===== src/rtl/lnp_pkg.sv =====
// Shared constants, types and datapath select codes for the next-permutation block.
// No dependencies; every other file in rtl/ uses this package.

package lnp_pkg;

   localparam int MAX_LEN    = 8;
   localparam int ELEM_WIDTH = 16;
   localparam int IDX_W      = (MAX_LEN > 1) ? $clog2(MAX_LEN) : 1;
   localparam int CNT_W      = $clog2(MAX_LEN + 1);

   typedef logic signed [ELEM_WIDTH-1:0] elem_type;
   typedef logic [IDX_W-1:0]             idx_type;
   typedef logic [CNT_W-1:0]             cnt_type;
   typedef logic [1:0]                   sel_type;

   // read address select
   localparam sel_type RD_IDX = 2'd0;
   localparam sel_type RD_LO  = 2'd1;
   localparam sel_type RD_HI  = 2'd2;

   // write address select
   localparam sel_type WA_IDX = 2'd0;
   localparam sel_type WA_PIV = 2'd1;
   localparam sel_type WA_LO  = 2'd2;
   localparam sel_type WA_HI  = 2'd3;

   // write data select
   localparam sel_type WD_A  = 2'd0;
   localparam sel_type WD_B  = 2'd1;
   localparam sel_type WD_RD = 2'd2;

   typedef struct packed {
      logic    load;
      sel_type rd_sel;
      logic    wr_en;
      sel_type wr_sel;
      sel_type wd_sel;
      logic    idx_clr;
      logic    idx_top;
      logic    idx_dec;
      logic    idx_inc;
      logic    a_ld;
      logic    piv_ld;
      logic    set_exh;
      logic    rev_init;
      logic    rev_step;
      logic    out_elem;
      logic    out_exh;
   } cmd_type;

   typedef struct packed {
      logic adv_ok;
      logic out_free;
      logic lt;
      logic gt;
      logic idx_zero;
      logic idx_last;
      logic lo_lt_hi;
   } sts_type;

endpackage


===== src/rtl/lnp_req_if.sv =====
// Request channel: valid/ready handshake carrying op, value and is_last.
// Depends on lnp_pkg.

interface lnp_req_if;
   logic              valid;
   logic              ready;
   logic              op;
   lnp_pkg::elem_type value;
   logic              is_last;

   modport source (output valid, output op, output value, output is_last, input ready);
   modport sink   (input valid, input op, input value, input is_last, output ready);
endinterface


===== src/rtl/lnp_rsp_if.sv =====
// Response channel: valid/ready handshake carrying element, end_of_run and status.
// Depends on lnp_pkg.

interface lnp_rsp_if;
   logic              valid;
   logic              ready;
   lnp_pkg::elem_type element;
   logic              end_of_run;
   logic              status;

   modport source (output valid, output element, output end_of_run, output status,
                   input ready);
   modport sink   (input valid, input element, input end_of_run, input status,
                   output ready);
endinterface


===== src/rtl/lnp_ctrl.sv =====
// Sequencer for loading, pivot/successor scans, swap, tail reversal and emission.
// Depends on lnp_pkg; drives the command bundle of lnp_dp.

module lnp_ctrl (
   input  logic             clock,
   input  logic             reset,
   input  logic             req_valid,
   input  logic             req_op,
   input  logic             req_is_last,
   output logic             req_ready,
   input  lnp_pkg::sts_type sts,
   output lnp_pkg::cmd_type cmd
);

   localparam logic [4:0] S_IDLE   = 5'd0;
   localparam logic [4:0] S_EXH    = 5'd1;
   localparam logic [4:0] S_EM_RD  = 5'd2;
   localparam logic [4:0] S_EM_WR  = 5'd3;
   localparam logic [4:0] S_PV_RD0 = 5'd4;
   localparam logic [4:0] S_PV_A   = 5'd5;
   localparam logic [4:0] S_PV_RD  = 5'd6;
   localparam logic [4:0] S_PV_CMP = 5'd7;
   localparam logic [4:0] S_SC_RD  = 5'd8;
   localparam logic [4:0] S_SC_CMP = 5'd9;
   localparam logic [4:0] S_SW1    = 5'd10;
   localparam logic [4:0] S_SW2    = 5'd11;
   localparam logic [4:0] S_RV_CHK = 5'd12;
   localparam logic [4:0] S_RV_RL  = 5'd13;
   localparam logic [4:0] S_RV_RH  = 5'd14;
   localparam logic [4:0] S_RV_WL  = 5'd15;
   localparam logic [4:0] S_RV_WH  = 5'd16;

   logic [4:0] state_ff;
   logic [4:0] state_in;

   assign req_ready = (state_ff == S_IDLE);

   always_comb begin
      state_in = state_ff;
      cmd      = '0;
      case (state_ff)
         S_IDLE: begin
            if (req_valid) begin
               if (!req_op) begin
                  cmd.load = 1'b1;
                  if (req_is_last) begin
                     cmd.idx_clr = 1'b1;
                     state_in    = S_EM_RD;
                  end
               end else if (sts.adv_ok) begin
                  cmd.idx_top = 1'b1;
                  state_in    = S_PV_RD0;
               end else begin
                  state_in = S_EXH;
               end
            end
         end
         S_EXH: begin
            if (sts.out_free) begin
               cmd.out_exh = 1'b1;
               state_in    = S_IDLE;
            end
         end
         S_EM_RD: begin
            cmd.rd_sel = lnp_pkg::RD_IDX;
            state_in   = S_EM_WR;
         end
         S_EM_WR: begin
            // hold the read address so the data stays put while stalled
            cmd.rd_sel = lnp_pkg::RD_IDX;
            if (sts.out_free) begin
               cmd.out_elem = 1'b1;
               if (sts.idx_last) begin
                  state_in = S_IDLE;
               end else begin
                  cmd.idx_inc = 1'b1;
                  state_in    = S_EM_RD;
               end
            end
         end
         S_PV_RD0: begin
            cmd.rd_sel = lnp_pkg::RD_IDX;
            state_in   = S_PV_A;
         end
         S_PV_A: begin
            cmd.a_ld    = 1'b1;
            cmd.idx_dec = 1'b1;
            state_in    = S_PV_RD;
         end
         S_PV_RD: begin
            cmd.rd_sel = lnp_pkg::RD_IDX;
            state_in   = S_PV_CMP;
         end
         S_PV_CMP: begin
            if (sts.lt) begin
               cmd.piv_ld  = 1'b1;
               cmd.idx_top = 1'b1;
               state_in    = S_SC_RD;
            end else begin
               cmd.a_ld = 1'b1;
               if (sts.idx_zero) begin
                  cmd.set_exh = 1'b1;
                  state_in    = S_EXH;
               end else begin
                  cmd.idx_dec = 1'b1;
                  state_in    = S_PV_RD;
               end
            end
         end
         S_SC_RD: begin
            cmd.rd_sel = lnp_pkg::RD_IDX;
            state_in   = S_SC_CMP;
         end
         S_SC_CMP: begin
            if (sts.gt) begin
               cmd.a_ld = 1'b1;
               state_in = S_SW1;
            end else begin
               cmd.idx_dec = 1'b1;
               state_in    = S_SC_RD;
            end
         end
         S_SW1: begin
            cmd.wr_en    = 1'b1;
            cmd.wr_sel   = lnp_pkg::WA_IDX;
            cmd.wd_sel   = lnp_pkg::WD_B;
            cmd.rev_init = 1'b1;
            state_in     = S_SW2;
         end
         S_SW2: begin
            cmd.wr_en  = 1'b1;
            cmd.wr_sel = lnp_pkg::WA_PIV;
            cmd.wd_sel = lnp_pkg::WD_A;
            state_in   = S_RV_CHK;
         end
         S_RV_CHK: begin
            if (sts.lo_lt_hi) begin
               state_in = S_RV_RL;
            end else begin
               cmd.idx_clr = 1'b1;
               state_in    = S_EM_RD;
            end
         end
         S_RV_RL: begin
            cmd.rd_sel = lnp_pkg::RD_LO;
            state_in   = S_RV_RH;
         end
         S_RV_RH: begin
            cmd.a_ld   = 1'b1;
            cmd.rd_sel = lnp_pkg::RD_HI;
            state_in   = S_RV_WL;
         end
         S_RV_WL: begin
            cmd.wr_en  = 1'b1;
            cmd.wr_sel = lnp_pkg::WA_LO;
            cmd.wd_sel = lnp_pkg::WD_RD;
            state_in   = S_RV_WH;
         end
         S_RV_WH: begin
            cmd.wr_en    = 1'b1;
            cmd.wr_sel   = lnp_pkg::WA_HI;
            cmd.wd_sel   = lnp_pkg::WD_A;
            cmd.rev_step = 1'b1;
            state_in     = S_RV_CHK;
         end
         default: begin
            state_in = S_IDLE;
         end
      endcase
   end

   always_ff @(posedge clock) begin
      if (reset) begin
         state_ff <= S_IDLE;
      end else begin
         state_ff <= state_in;
      end
   end

endmodule


===== src/rtl/lnp_dp.sv =====
// Datapath: element memory, count and flags, scan/swap registers, response register.
// Depends on lnp_pkg; commanded by lnp_ctrl.

module lnp_dp (
   input  logic              clock,
   input  logic              reset,
   input  lnp_pkg::cmd_type  cmd,
   output lnp_pkg::sts_type  sts,
   input  lnp_pkg::elem_type req_value,
   input  logic              req_is_last,
   output logic              rsp_valid,
   input  logic              rsp_ready,
   output lnp_pkg::elem_type rsp_element,
   output logic              rsp_end_of_run,
   output logic              rsp_status
);

   lnp_pkg::elem_type elem_mem [lnp_pkg::MAX_LEN];
   lnp_pkg::elem_type rd_data_ff;
   lnp_pkg::elem_type a_ff;
   lnp_pkg::elem_type b_ff;
   lnp_pkg::cnt_type  cnt_ff;
   lnp_pkg::cnt_type  cnt_in;
   logic              done_ff;
   logic              done_in;
   logic              exh_ff;
   logic              exh_in;
   lnp_pkg::idx_type  idx_ff;
   lnp_pkg::idx_type  piv_ff;
   lnp_pkg::idx_type  lo_ff;
   lnp_pkg::idx_type  hi_ff;
   logic              out_valid_ff;
   lnp_pkg::elem_type out_elem_ff;
   logic              out_eor_ff;
   logic              out_status_ff;

   lnp_pkg::cnt_type  cnt_m1;
   lnp_pkg::idx_type  top_idx;
   lnp_pkg::cnt_type  base_cnt;
   logic              room;
   lnp_pkg::idx_type  rd_addr;
   lnp_pkg::idx_type  wr_addr;
   lnp_pkg::elem_type wr_data;
   logic              wr_en;

   assign cnt_m1  = cnt_ff - lnp_pkg::CNT_W'(1);
   assign top_idx = cnt_m1[lnp_pkg::IDX_W-1:0];

   // a load after a completed array starts again from an empty one
   assign base_cnt = done_ff ? '0 : cnt_ff;
   assign room     = (base_cnt < lnp_pkg::CNT_W'(lnp_pkg::MAX_LEN));

   always_comb begin
      case (cmd.rd_sel)
         lnp_pkg::RD_LO: rd_addr = lo_ff;
         lnp_pkg::RD_HI: rd_addr = hi_ff;
         default:        rd_addr = idx_ff;
      endcase
   end

   always_comb begin
      wr_en   = cmd.wr_en;
      wr_addr = idx_ff;
      case (cmd.wd_sel)
         lnp_pkg::WD_B:  wr_data = b_ff;
         lnp_pkg::WD_RD: wr_data = rd_data_ff;
         default:        wr_data = a_ff;
      endcase
      case (cmd.wr_sel)
         lnp_pkg::WA_PIV: wr_addr = piv_ff;
         lnp_pkg::WA_LO:  wr_addr = lo_ff;
         lnp_pkg::WA_HI:  wr_addr = hi_ff;
         default:         wr_addr = idx_ff;
      endcase
      if (cmd.load) begin
         wr_en   = room;
         wr_addr = base_cnt[lnp_pkg::IDX_W-1:0];
         wr_data = req_value;
      end
   end

   always_ff @(posedge clock) begin
      if (wr_en) begin
         elem_mem[wr_addr] <= wr_data;
      end
      rd_data_ff <= elem_mem[rd_addr];
   end

   always_comb begin
      cnt_in  = cnt_ff;
      done_in = done_ff;
      exh_in  = exh_ff;
      if (cmd.load) begin
         cnt_in = room ? (base_cnt + lnp_pkg::CNT_W'(1)) : base_cnt;
         if (done_ff) begin
            done_in = 1'b0;
            exh_in  = 1'b1;
         end
         if (req_is_last) begin
            done_in = 1'b1;
            exh_in  = (cnt_in < lnp_pkg::CNT_W'(2));
         end
      end
      if (cmd.set_exh) begin
         exh_in = 1'b1;
      end
   end

   always_ff @(posedge clock) begin
      if (reset) begin
         cnt_ff  <= '0;
         done_ff <= 1'b0;
         exh_ff  <= 1'b1;
      end else begin
         cnt_ff  <= cnt_in;
         done_ff <= done_in;
         exh_ff  <= exh_in;
      end
   end

   always_ff @(posedge clock) begin
      if (cmd.idx_clr) begin
         idx_ff <= '0;
      end else if (cmd.idx_top) begin
         idx_ff <= top_idx;
      end else if (cmd.idx_dec) begin
         idx_ff <= idx_ff - lnp_pkg::IDX_W'(1);
      end else if (cmd.idx_inc) begin
         idx_ff <= idx_ff + lnp_pkg::IDX_W'(1);
      end
      if (cmd.a_ld) begin
         a_ff <= rd_data_ff;
      end
      if (cmd.piv_ld) begin
         piv_ff <= idx_ff;
         b_ff   <= rd_data_ff;
      end
      if (cmd.rev_init) begin
         lo_ff <= piv_ff + lnp_pkg::IDX_W'(1);
         hi_ff <= top_idx;
      end else if (cmd.rev_step) begin
         lo_ff <= lo_ff + lnp_pkg::IDX_W'(1);
         hi_ff <= hi_ff - lnp_pkg::IDX_W'(1);
      end
   end

   // response register: refill when empty or being taken
   always_ff @(posedge clock) begin
      if (reset) begin
         out_valid_ff <= 1'b0;
      end else if (cmd.out_elem || cmd.out_exh) begin
         out_valid_ff <= 1'b1;
      end else if (rsp_ready) begin
         out_valid_ff <= 1'b0;
      end
   end

   always_ff @(posedge clock) begin
      if (cmd.out_elem) begin
         out_elem_ff   <= rd_data_ff;
         out_eor_ff    <= sts.idx_last;
         out_status_ff <= 1'b0;
      end else if (cmd.out_exh) begin
         out_elem_ff   <= '0;
         out_eor_ff    <= 1'b0;
         out_status_ff <= 1'b1;
      end
   end

   assign rsp_valid      = out_valid_ff;
   assign rsp_element    = out_elem_ff;
   assign rsp_end_of_run = out_eor_ff;
   assign rsp_status     = out_status_ff;

   assign sts.adv_ok   = done_ff && !exh_ff && (cnt_ff >= lnp_pkg::CNT_W'(2));
   assign sts.out_free = !out_valid_ff || rsp_ready;
   assign sts.lt       = (rd_data_ff < a_ff);
   assign sts.gt       = (rd_data_ff > b_ff);
   assign sts.idx_zero = (idx_ff == '0);
   assign sts.idx_last = (lnp_pkg::CNT_W'(idx_ff) == cnt_m1);
   assign sts.lo_lt_hi = (lo_ff < hi_ff);

endmodule


===== src/rtl/lexicographic_next_permutation.sv =====
// Next lexicographic permutation engine. Load requests each write one element, while there
// is room, into an eight-entry memory with one write port and one registered read port.
// A load flagged last, and each advance that yields a permutation, emit the array one
// element per response. An advance first scans down from the top for the pivot and then
// for its successor, swaps them, then reverses the tail by swapping pairs from both ends
// inward, with every element read going through the single read port of the memory.
// An advance that finds no ascent, or follows one that found none, or comes before a
// complete array of two or more elements, gives one response with status set. A new
// request is taken as soon as the sequencer is idle, while the last response may still
// wait in the output register.
// Depends on lnp_pkg, lnp_req_if, lnp_rsp_if, lnp_ctrl and lnp_dp.

module lexicographic_next_permutation (
   input  logic       clock,
   input  logic       reset,
   lnp_req_if.sink    req_chan,
   lnp_rsp_if.source  rsp_chan
);

   lnp_pkg::cmd_type cmd;
   lnp_pkg::sts_type sts;

   lnp_ctrl u_ctrl (
      .clock       (clock),
      .reset       (reset),
      .req_valid   (req_chan.valid),
      .req_op      (req_chan.op),
      .req_is_last (req_chan.is_last),
      .req_ready   (req_chan.ready),
      .sts         (sts),
      .cmd         (cmd)
   );

   lnp_dp u_dp (
      .clock          (clock),
      .reset          (reset),
      .cmd            (cmd),
      .sts            (sts),
      .req_value      (req_chan.value),
      .req_is_last    (req_chan.is_last),
      .rsp_valid      (rsp_chan.valid),
      .rsp_ready      (rsp_chan.ready),
      .rsp_element    (rsp_chan.element),
      .rsp_end_of_run (rsp_chan.end_of_run),
      .rsp_status     (rsp_chan.status)
   );

endmodule

===== src/flat_wrapper.sv =====
// flat-port wrapper written by rule: the top's interface ports become plain ports
module lexicographic_next_permutation_flat 
  (clock, reset, req_chan_valid, req_chan_op, req_chan_value, req_chan_is_last, req_chan_ready, rsp_chan_valid, rsp_chan_element, rsp_chan_end_of_run, rsp_chan_status, rsp_chan_ready);
  lnp_req_if req_chan_i ();
  lnp_rsp_if rsp_chan_i ();
  input  logic clock;
  input  logic reset;
  input wire logic [$bits(req_chan_i.valid)-1:0] req_chan_valid;
  input wire logic [$bits(req_chan_i.op)-1:0] req_chan_op;
  input wire logic [$bits(req_chan_i.value)-1:0] req_chan_value;
  input wire logic [$bits(req_chan_i.is_last)-1:0] req_chan_is_last;
  output wire logic [$bits(req_chan_i.ready)-1:0] req_chan_ready;
  output wire logic [$bits(rsp_chan_i.valid)-1:0] rsp_chan_valid;
  output wire logic [$bits(rsp_chan_i.element)-1:0] rsp_chan_element;
  output wire logic [$bits(rsp_chan_i.end_of_run)-1:0] rsp_chan_end_of_run;
  output wire logic [$bits(rsp_chan_i.status)-1:0] rsp_chan_status;
  input wire logic [$bits(rsp_chan_i.ready)-1:0] rsp_chan_ready;
  assign req_chan_i.valid = req_chan_valid;
  assign req_chan_i.op = req_chan_op;
  assign req_chan_i.value = req_chan_value;
  assign req_chan_i.is_last = req_chan_is_last;
  assign req_chan_ready = req_chan_i.ready;
  assign rsp_chan_valid = rsp_chan_i.valid;
  assign rsp_chan_element = rsp_chan_i.element;
  assign rsp_chan_end_of_run = rsp_chan_i.end_of_run;
  assign rsp_chan_status = rsp_chan_i.status;
  assign rsp_chan_i.ready = rsp_chan_ready;
  lexicographic_next_permutation u_core (.clock(clock), .reset(reset), .req_chan(req_chan_i), .rsp_chan(rsp_chan_i));
endmodule

===== config.mk =====
export PLATFORM = sky130hd
export DESIGN_NAME = lexicographic_next_permutation_flat
export DESIGN_NICKNAME = d
export VERILOG_FILES = /design/src/rtl/lnp_pkg.sv /design/src/rtl/lnp_req_if.sv /design/src/rtl/lnp_rsp_if.sv /design/src/rtl/lnp_ctrl.sv /design/src/rtl/lnp_dp.sv /design/src/rtl/lexicographic_next_permutation.sv /design/src/flat_wrapper.sv
export SDC_FILE = /design/constraint.sdc
export NUM_CORES = 1
export LEC_CHECK = 0
export ABC_CLOCK_PERIOD_IN_PS = 9770
export BUFFER_PORTS_ARGS = -buffer_cell sky130_fd_sc_hd__buf_4
export CAP_MARGIN = 40
export CORE_MARGIN = 2
export CORE_UTILIZATION = 43
export DETAILED_ROUTE_END_ITERATION = 8
export PLACE_DENSITY = 0.65
export SLEW_MARGIN = 10
export SYNTH_ARGS = -nofsm -noshare
export SYNTH_HDL_FRONTEND = slang
export SYNTH_SLANG_ARGS = --single-unit
export TNS_END_PERCENT = 1

===== constraint.sdc =====
create_clock -name clock -period 9.77 [get_ports clock]
set_clock_uncertainty 0.2 [all_clocks]
set_input_delay 2.4425 -clock clock [delete_from_list [all_inputs] [get_ports clock]]
set_output_delay 2.4425 -clock clock [all_outputs]
set_load 0.01 [all_outputs]

* Word-level counts from Yosys, hierarchy flattened *
Memory sizes are Yosys's and may differ from the RTL's. A register that Yosys moved wholly into a read port is not among the register bits.
Index checks and enable logic that the tools add are counted.

storage, ports and cells
  memory bits (writable) = 128
  memories = 1
  word-level logic and storage cells = 143
  bits in registers = 74
  bits of input ports = 22
  output and inout port bits = 20

memory list
  name                  words  width  read ports  clocked after memory_dff  wr ports  RTL line      RTL
  u_core.u_dp.elem_mem  8      16     1           1                         1         lnp_dp.sv:18  lnp_pkg::elem_type elem_mem [lnp_pkg::MAX_LEN];

cells by class
  multiplexer cells = 69
  add/subtract/negate cells = 7
  reductions and logical operators = 18
  $lt $le $gt $ge = 6
  equal/unequal tests = 28

operator list
  operator                                                             count
  5-bit one-hot mux with 16 select lines                               1
  16-bit two-way mux                                                   3
  5-bit by 4-bit == test with 1-bit output (second input constant)     8
  1-bit two-way mux                                                    33
  16-bit one-hot mux with 2 select lines                               1
  3-bit two-way mux                                                    10
  5-bit two-way mux                                                    6
  5-bit by 3-bit == test with 1-bit output (second input constant)     4
  5-bit one-hot mux with 4 select lines                                1
  16-bit > comparator                                                  1
  16-bit < comparator                                                  1
  4-bit two-way mux                                                    3
  5-bit by 2-bit == test with 1-bit output (second input constant)     2
  3-bit by 1-bit adder with 3-bit output (second input constant)       3
  3-bit one-hot mux with 3 select lines                                1
  2-bit == test (second input constant)                                4
  2-bit two-way mux                                                    4
  2-bit nonzero test                                                   4
  2-bit by 1-bit == test with 1-bit output (second input constant)     3
  1-bit one-hot mux with 3 select lines                                2
  3-bit one-hot mux with 2 select lines                                1
  2-bit OR reduction                                                   3
  3-bit by 1-bit subtractor with 3-bit output (second input constant)  2
  5-bit by 1-bit == test with 1-bit output (second input constant)     1
  21 further kinds                                                     26

* Logic depth before layout (Yosys ltp) *
Gate-level depths: netlist of the first run.

  word-level depth = 8
  gate-level depth with buffers = 14

* By module *
From an unflattened synthesis of the first run, not the netlist that was laid out.

second synthesis, totals
  cell total of the unflattened synthesis = 778
  area, all modules = 10272.4 sq um

by module, submodules not included
  module    cells an instance  area an instance (sq um)  times used
  lnp_dp    683                9532.9                    1
  lnp_ctrl  95                 739.5                     1

* Worst setup path before layout of the first run *
Ideal clock, no wire load.

  path kind = in2reg
  start point = in req_chan_op
  end point = mem u_core.u_dp.elem_mem[1][0] in the netlist's numbering (enable)
  stages on the path = 6
  slack = 5.319 ns
  arrival = 3.863 ns
  cells stage by stage = inv_1 > nand3_1 > a21oi_1 > or4_1 > nand2b_1 > nor2_1

on the way
  longest elaborated chain between the ends = 6
  elaborated cells between the ends (all ways) = 7

ends and longest elaborated chain
  what                                     RTL line           RTL
  start, declared                          flat_wrapper.sv:9  input wire logic [$bits(req_chan_i.op)-1:0] req_chan_op;
  1-bit two-way mux *                      lnp_ctrl.sv:44     if (!req_op) begin
  1-bit two-way mux *                      lnp_ctrl.sv:43     if (req_valid) begin
  1-bit two-way mux *                      lnp_ctrl.sv:41     case (state_ff)
  1-bit two-way mux                        lnp_dp.sv:75       if (cmd.load) begin
  1-bit two-way mux                        lnp_dp.sv:83       if (wr_en) begin
  1-bit two-way mux (implied by the code)  lnp_dp.sv:84       elem_mem[wr_addr] <= wr_data;
  end, declared                            lnp_dp.sv:18

Mark *: on every way between the ends. The rest lies on a longest branch, timed or not.

* Worst setup path after layout of the first run *
  start point = reg u_core.u_ctrl.state_ff[2]
  end point = out req_chan_ready

on the way
  longest elaborated chain between the ends = 1

ends and longest elaborated chain
  what                    RTL line            RTL
  start, declared         lnp_ctrl.sv:33      logic [4:0] state_ff;
  start signal, assigned  lnp_ctrl.sv:176     state_ff <= state_in;
  5-bit zero test         lnp_ctrl.sv:36      assign req_ready = (state_ff == S_IDLE);
  end, declared           flat_wrapper.sv:12  output wire logic [$bits(req_chan_i.ready)-1:0] req_chan_ready;

No other way between the ends.

==> results of run 1 <==
area by class of cell:
class / count / area share [%]
well taps: 313 / 3.35
repair buffers: 61 / 4.04
flip-flops and latches: 218 / 53.3
multi-input cells: 445 / 30.1
clock inverters: 19 / 2.57
clock buffers: 23 / 4.93
inverters: 53 / 1.70
synthesized netlist by cell type (4+ instances only):
cell	n
nor2_1	67
dfxtp_1	32
a21oi_1	41
nand2b_1	5
nand2_1	51
a211oi_1	10
o21ai_0	35
ha_1	43
and2_1	15
nor3_1	9
mux2i_1	7
inv_1	52
nand4_1	8
clkbuf_1	23
nor2b_1	7
or2_2	4
buf_2	8
mux2_2	18
nand3_1	6
edfxtp_1	186
mux4_2	32
a22oi_1	19
xnor2_1	4
critical path: cells and delay by family, from the launching register on:
kind	cells	cell delay, ns
DFF	1	0.46
and+or+nand+nor	2	0.74
buffers and inverters	1	0.18
where the power goes:
| group | internal (mW) | total, mW | switching (mW) |
|---|---|---|---|
| Sequential | 1.10 | 1.19 | 0.0878 |
| Clock | 0.622 | 0.989 | 0.367 |
| Combinational | 0.222 | 0.469 | 0.246 |
metrics by stage:
step                      power, mW  worst slack [ns]  utilization, %
after floorplan                1.52              5.32               -
after global placement         1.67              4.78            47.1
after detailed placement       1.68              5.06            47.4
after CTS                      2.67              5.23            51.2
after global routing           2.76              5.14            51.3
final                          2.65              5.24            51.3
cells by family after synthesis:
family / after synthesis / synth area share (%)
buffers and inverters: 84 / 3.24
AO/OA/AOI/OAI: 138 / 8.76
adder cells (fa/ha/maj): 44 / 5.56
flip-flops: 218 / 62.0
AND/OR/NAND/NOR: 199 / 9.92
XOR/XNOR: 7 / 0.611
multiplexers: 57 / 9.90
registers in the layout (all words and copies together), names as in the netlist, 4 cells and up:
signal                   cells
u_core.u_ctrl.state_ff       5
u_core.u_dp.b_ff            16
u_core.u_dp.elem_mem       128
u_core.u_dp.rsp_element     16
u_core.u_dp.a_ff            16
u_core.u_dp.cnt_ff           4
u_core.u_dp.rd_data_ff      16
cell usage in the layout (no fill, tap or decap), drive strengths merged, types with 3 or more instances in the layout:
| cell type | synthesis | final |
|---|---|---|
| a21oi | 41 | 41 |
| a31oi | 3 | 3 |
| ha | 43 | 43 |
| clkbuf | 23 | 24 |
| buf | 8 | 60 |
| nand2b | 5 | 5 |
| o211ai | 3 | 3 |
| a211oi | 10 | 10 |
| nand4 | 10 | 10 |
| o21ai | 36 | 36 |
| nor2b | 7 | 7 |
| nand4b | 3 | 3 |
| bufinv | 0 | 7 |
| nor3 | 9 | 9 |
| mux2 | 18 | 18 |
| nor4b | 4 | 4 |
| mux4 | 32 | 32 |
| nor4 | 3 | 3 |
| or2b | 4 | 4 |
| xor2 | 3 | 3 |
| inv | 53 | 55 |
| nand2 | 51 | 51 |
| a22oi | 19 | 19 |
| clkinvlp | 0 | 3 |
| mux2i | 7 | 7 |
| nor2 | 67 | 67 |
| xnor2 | 4 | 4 |
| nand3 | 6 | 6 |
| a21o | 3 | 3 |
| and2 | 16 | 16 |
| edfxtp | 186 | 186 |
| or2 | 5 | 5 |
| clkinv | 0 | 7 |
| dfxtp | 32 | 32 |
metal layers:
layer | up-vias | track usage (%) | wire length (um)
li1 | 2924 | - | -
met1 | 3022 | 23.7 | 9290
met2 | 167 | 28.8 | 9940
met3 | 30 | 2.63 | 1180
met4 | 0 | 4.72 | 439
met5 | - | 0 | 0
path summary, 6_finish.rpt:
kind / startpoint / to / slack (ns) / depth (start not counted)
hold / removal: u_core.u_dp.rsp_status / u_core.u_dp.rsp_status / 0.27 / 2
setup reg to reg: u_core.u_ctrl.state_ff[0] / u_core.u_dp.rd_data_ff[15] / 5.92 / 9
hold reg to reg: u_core.u_dp.rsp_status / u_core.u_dp.rsp_status / 0.27 / 2
setup / recovery: u_core.u_ctrl.state_ff[2] / req_chan_ready / 5.24 / 3
==> run summary, run 1 <==
CTS clock-pin slew for the worst setup and hold paths = 0.06 ns
Arrival time worst endpoint = 1.89 ns
Setup TNS = 0 ns
WHS = 0.266 ns
Slowest cell delay on critical path = 0.46 ns
Vias = 6143
Largest area contributor in the netlist = edfxtp_1
P_leak = 4.19 nW
Crit start category = flip-flop
Fin crit period = 4.53 ns
Maxcap violations = 0
CTS Buf Count = 23
Post-route insts no fill = 1132
Critical-path cell list = or2_2 > nor2_1 > buf_4
Yosys warning count = 0
Drt pass-1 iters = 5
CP max FO = 12
Slew Viols, Final = 0
Hold Crit Class = reg -> reg
Nets@finish = 868
Remaining Overflow, GRT = 0
Status = completed
Std cell rows = 55
Final Cycle Share = 46.3%
Die area = 24600 um2
CTS Hold Bufs = 0
Netlist cell types = 65
Ranking of synthesized cells by area = edfxtp_1 56%, mux4_2 7.2%, dfxtp_1 6.4%
H-tree levels = 1
Share of layout cells above drive strength 1 = 20.8%
Hold Fails Final Rpt = 0
Multi-input gate area = 3520 um2
DRC errors left = 0
Clock Sinks = 218
Dpl cells = 1087
Initial antenna violation count = 0
Max_slew headroom = 39.0%
Critical path's slowest cell = dfxtp_1
Clock Latency Late Sink = 0.52 ns
First-pass GRT wire length = 32.7 mm
Wire length per cell = 18.4 um
DR vias/cell = 5.43
Initial Util = 44.1%
Post-synth top area share = 55.6%
Reg area = 6230 um2
CP endpoint kind = output pin
Die height = 157 um
Dpl cell area = 10800 um2
Syn-to-layout area delta = 16.4%
CP required = 7.13 ns
Root buffer cell = clkbuf_16
Total Wirelength = 20.9 mm
IO Port Bufs = 41
Power per standard cell area = 227 nW/um2
Synthesized area per cell = 13.4 um2
Fmax = 0.221 GHz
All-Layer GR Usage = 17.3%
Syn_nets = 813
Die width = 157 um
Peak supply drop = 121 uV
Final setup vio count = 0
Ant diodes = 0
Final instance area = 11700 um2
Critical path type = reg -> out
Core area = 22800 um2
CTS tree = done
Layout fillers = 1884
Iter 0 DRT Violations = 389
Tightest Pin Transition = 0.906 ns
GPL Wtd Cong = 0.829
I/O pins = 42
Largest net degree at the start of global routing = 43
Mapped cell area = 10000 um2
Fraction of registers with async set/reset = 0%
RSZ-0062 raised after global routing = false
Predominant post-synthesis flop cell = edfxtp_1
Final antenna-violating net count = 0
Post-synth EDFFs = 186
CTS Buffer Depth = 3
Post-CTS Setup Bufs = 0
Cells after Synth = 747
Sequential fraction of the synthesis area = 62.0%
Vias in the first global route = 6010
Synth Register Bits = 218
DP HPWL = 14.7 mm
Post_cts resized = 0
Note: power is estimated with default switching activity, not from simulation.
==> inputs of run 2 (changes only) <==
ABC_CLOCK_PERIOD_IN_PS = 4200   (was 9770)
clock period = 4.2 ns   (was 9.77 ns; I/O delays follow)
==> run summary, run 2 (synthesis results as in run 1) <==
I/O pins = 42
Critical path type = reg -> reg
Wire length per cell = 19.1 um
CP required = 4.20 ns
Hold Crit Class = reg -> reg
P_leak = 4.23 nW
Nets@finish = 883
DP HPWL = 14.6 mm
Maxcap violations = 0
CP endpoint kind = flip-flop
Root buffer cell = clkbuf_16
Final antenna-violating net count = 0
Die height = 157 um
Total Wirelength = 22.0 mm
CTS tree = done
Flop2flop setup slack = 0.46 ns
Fin crit period = 3.74 ns
Slowest cell delay on critical path = 0.90 ns
Largest net degree at the start of global routing = 42
Initial antenna violation count = 0
Crit start category = flip-flop
Top delay family on crit path = compound AO/OA/AOI/OAI gates
Arrival time worst endpoint = 3.74 ns
Core area = 22800 um2
CTS Buf Count = 24
Slew Viols, Final = 0
Ant diodes = 0
Status = completed
CP max FO = 28
Fmax = 0.267 GHz
Peak supply drop = 207 uV
Die area = 24600 um2
Power per standard cell area = 522 nW/um2
DR vias/cell = 5.48
Initial Util = 44.1%
CTS clock-pin slew for the worst setup and hold paths = 0.06 ns
Syn-to-layout area delta = 16.9%
Fin util = 51.5%
Hold Fails Final Rpt = 0
All-Layer GR Usage = 18.5%
First-pass GRT wire length = 34.6 mm
Clock Sinks = 218
CTS Hold Bufs = 0
IO Port Bufs = 41
Total Power = 6.12 mW
CP Buf/Inv Count = 0
Remaining Overflow, GRT = 0
Final setup vio count = 0
Top reg by flops = u_core.u_dp.elem_mem
RSZ-0062 raised after global routing = false
Final Cycle Share = 89.1%
GPL Wtd Cong = 0.840
H-tree levels = 1
Vias in the first global route = 6155
Max reg flops = 128
Most frequent cells in the layout = 186 x edfxtp_1, 73 x buf_4, 66 x nor2_1, 52 x inv_1, 51 x nand2_1
Max_slew headroom = 42.0%
Post-CTS Setup Bufs = 0
Critical path's slowest cell = ha_1
CTS Buffer Depth = 3
Iter 0 DRT Violations = 541
Vias = 6286
Most common cell after layout, fill and taps aside = edfxtp_1
Setup TNS = 0 ns
Std cell rows = 55
Die width = 157 um
Critical-path cell list = nor2b_1 > and3_1 > nand2_1 > ha_1 > a21oi_1 > o21ai_0
Drt pass-1 iters = 5
Tightest Pin Transition = 0.861 ns
Clock Latency Late Sink = 0.53 ns
Post_cts resized = 0
Share of layout cells above drive strength 1 = 22.3%
DRC errors left = 0
-- run 2: changes by cell type in the layout (fill, tap and decap cells not counted), sizes merged --
cell / delta
clkinvlp: +2
bufinv: -3
clkbuf: +3
buf: +15
clkinv: -1
-- run 2: worst paths after layout --
kind                             startpoint                     endpoint  depth (start not counted)
hold / removal       u_core.u_dp.rsp_status       u_core.u_dp.rsp_status                          2
setup / recovery  u_core.u_ctrl.state_ff[0]  u_core.u_dp.elem_mem[3][11]                          6
hold reg to reg      u_core.u_dp.rsp_status       u_core.u_dp.rsp_status                          2
setup reg to reg  u_core.u_ctrl.state_ff[0]  u_core.u_dp.elem_mem[3][11]                          6
-- run 2: where the power goes --
| part | internal (mW) | switching [mW] | leakage (nW) | total [mW] |
|---|---|---|---|---|
| clock | 1.31 | 0.869 | 0.392 | 2.18 |
| combinational | 0.569 | 0.638 | 1.89 | 1.21 |
| sequential | 2.56 | 0.174 | 1.94 | 2.74 |
-- run 2: per-stage QoR --
stage / area [um2] / hold slack, ns / std cells / worst slack, ns
3_5_place_dp: 10900 / 0.261 / 1103 / 0.518
3_3_place_gp: 10900 / 0.251 / 1103 / 0.581
5_1_grt: 11700 / 0.303 / 1148 / 0.187
2_1_floorplan: 10000 / 0.206 / 747 / 0.881
4_1_cts: 11700 / 0.275 / 1147 / 0.492
6_report: 11700 / 0.269 / 1148 / 0.458
-- run 2: layout make-up --
type,count,area (um2)
fill,1915,11000
tap,313,392
clock inverter,17,220
sequential,218,6230
multi-input combinational,445,3520
inverter,53,199
timing repair buffer,75,573
clock buffer,27,612
-- run 2: worst min-delay path, cell delays in order (launching register included) --
cell	delay (ns)
dfxtp_1	0.32
nor2_1	0.05
nor2_1	0.07
-- run 2: per-layer routing --
metal / global-route usage (%) / up-vias / share of wire (%)
met3: 3.85 / 29 / 6.5
met4: 4.02 / 0 / 1.5
met2: 29.9 / 186 / 47
met5: 0 / - / 0
li1: - / 2955 / -
met1: 25.9 / 3116 / 45
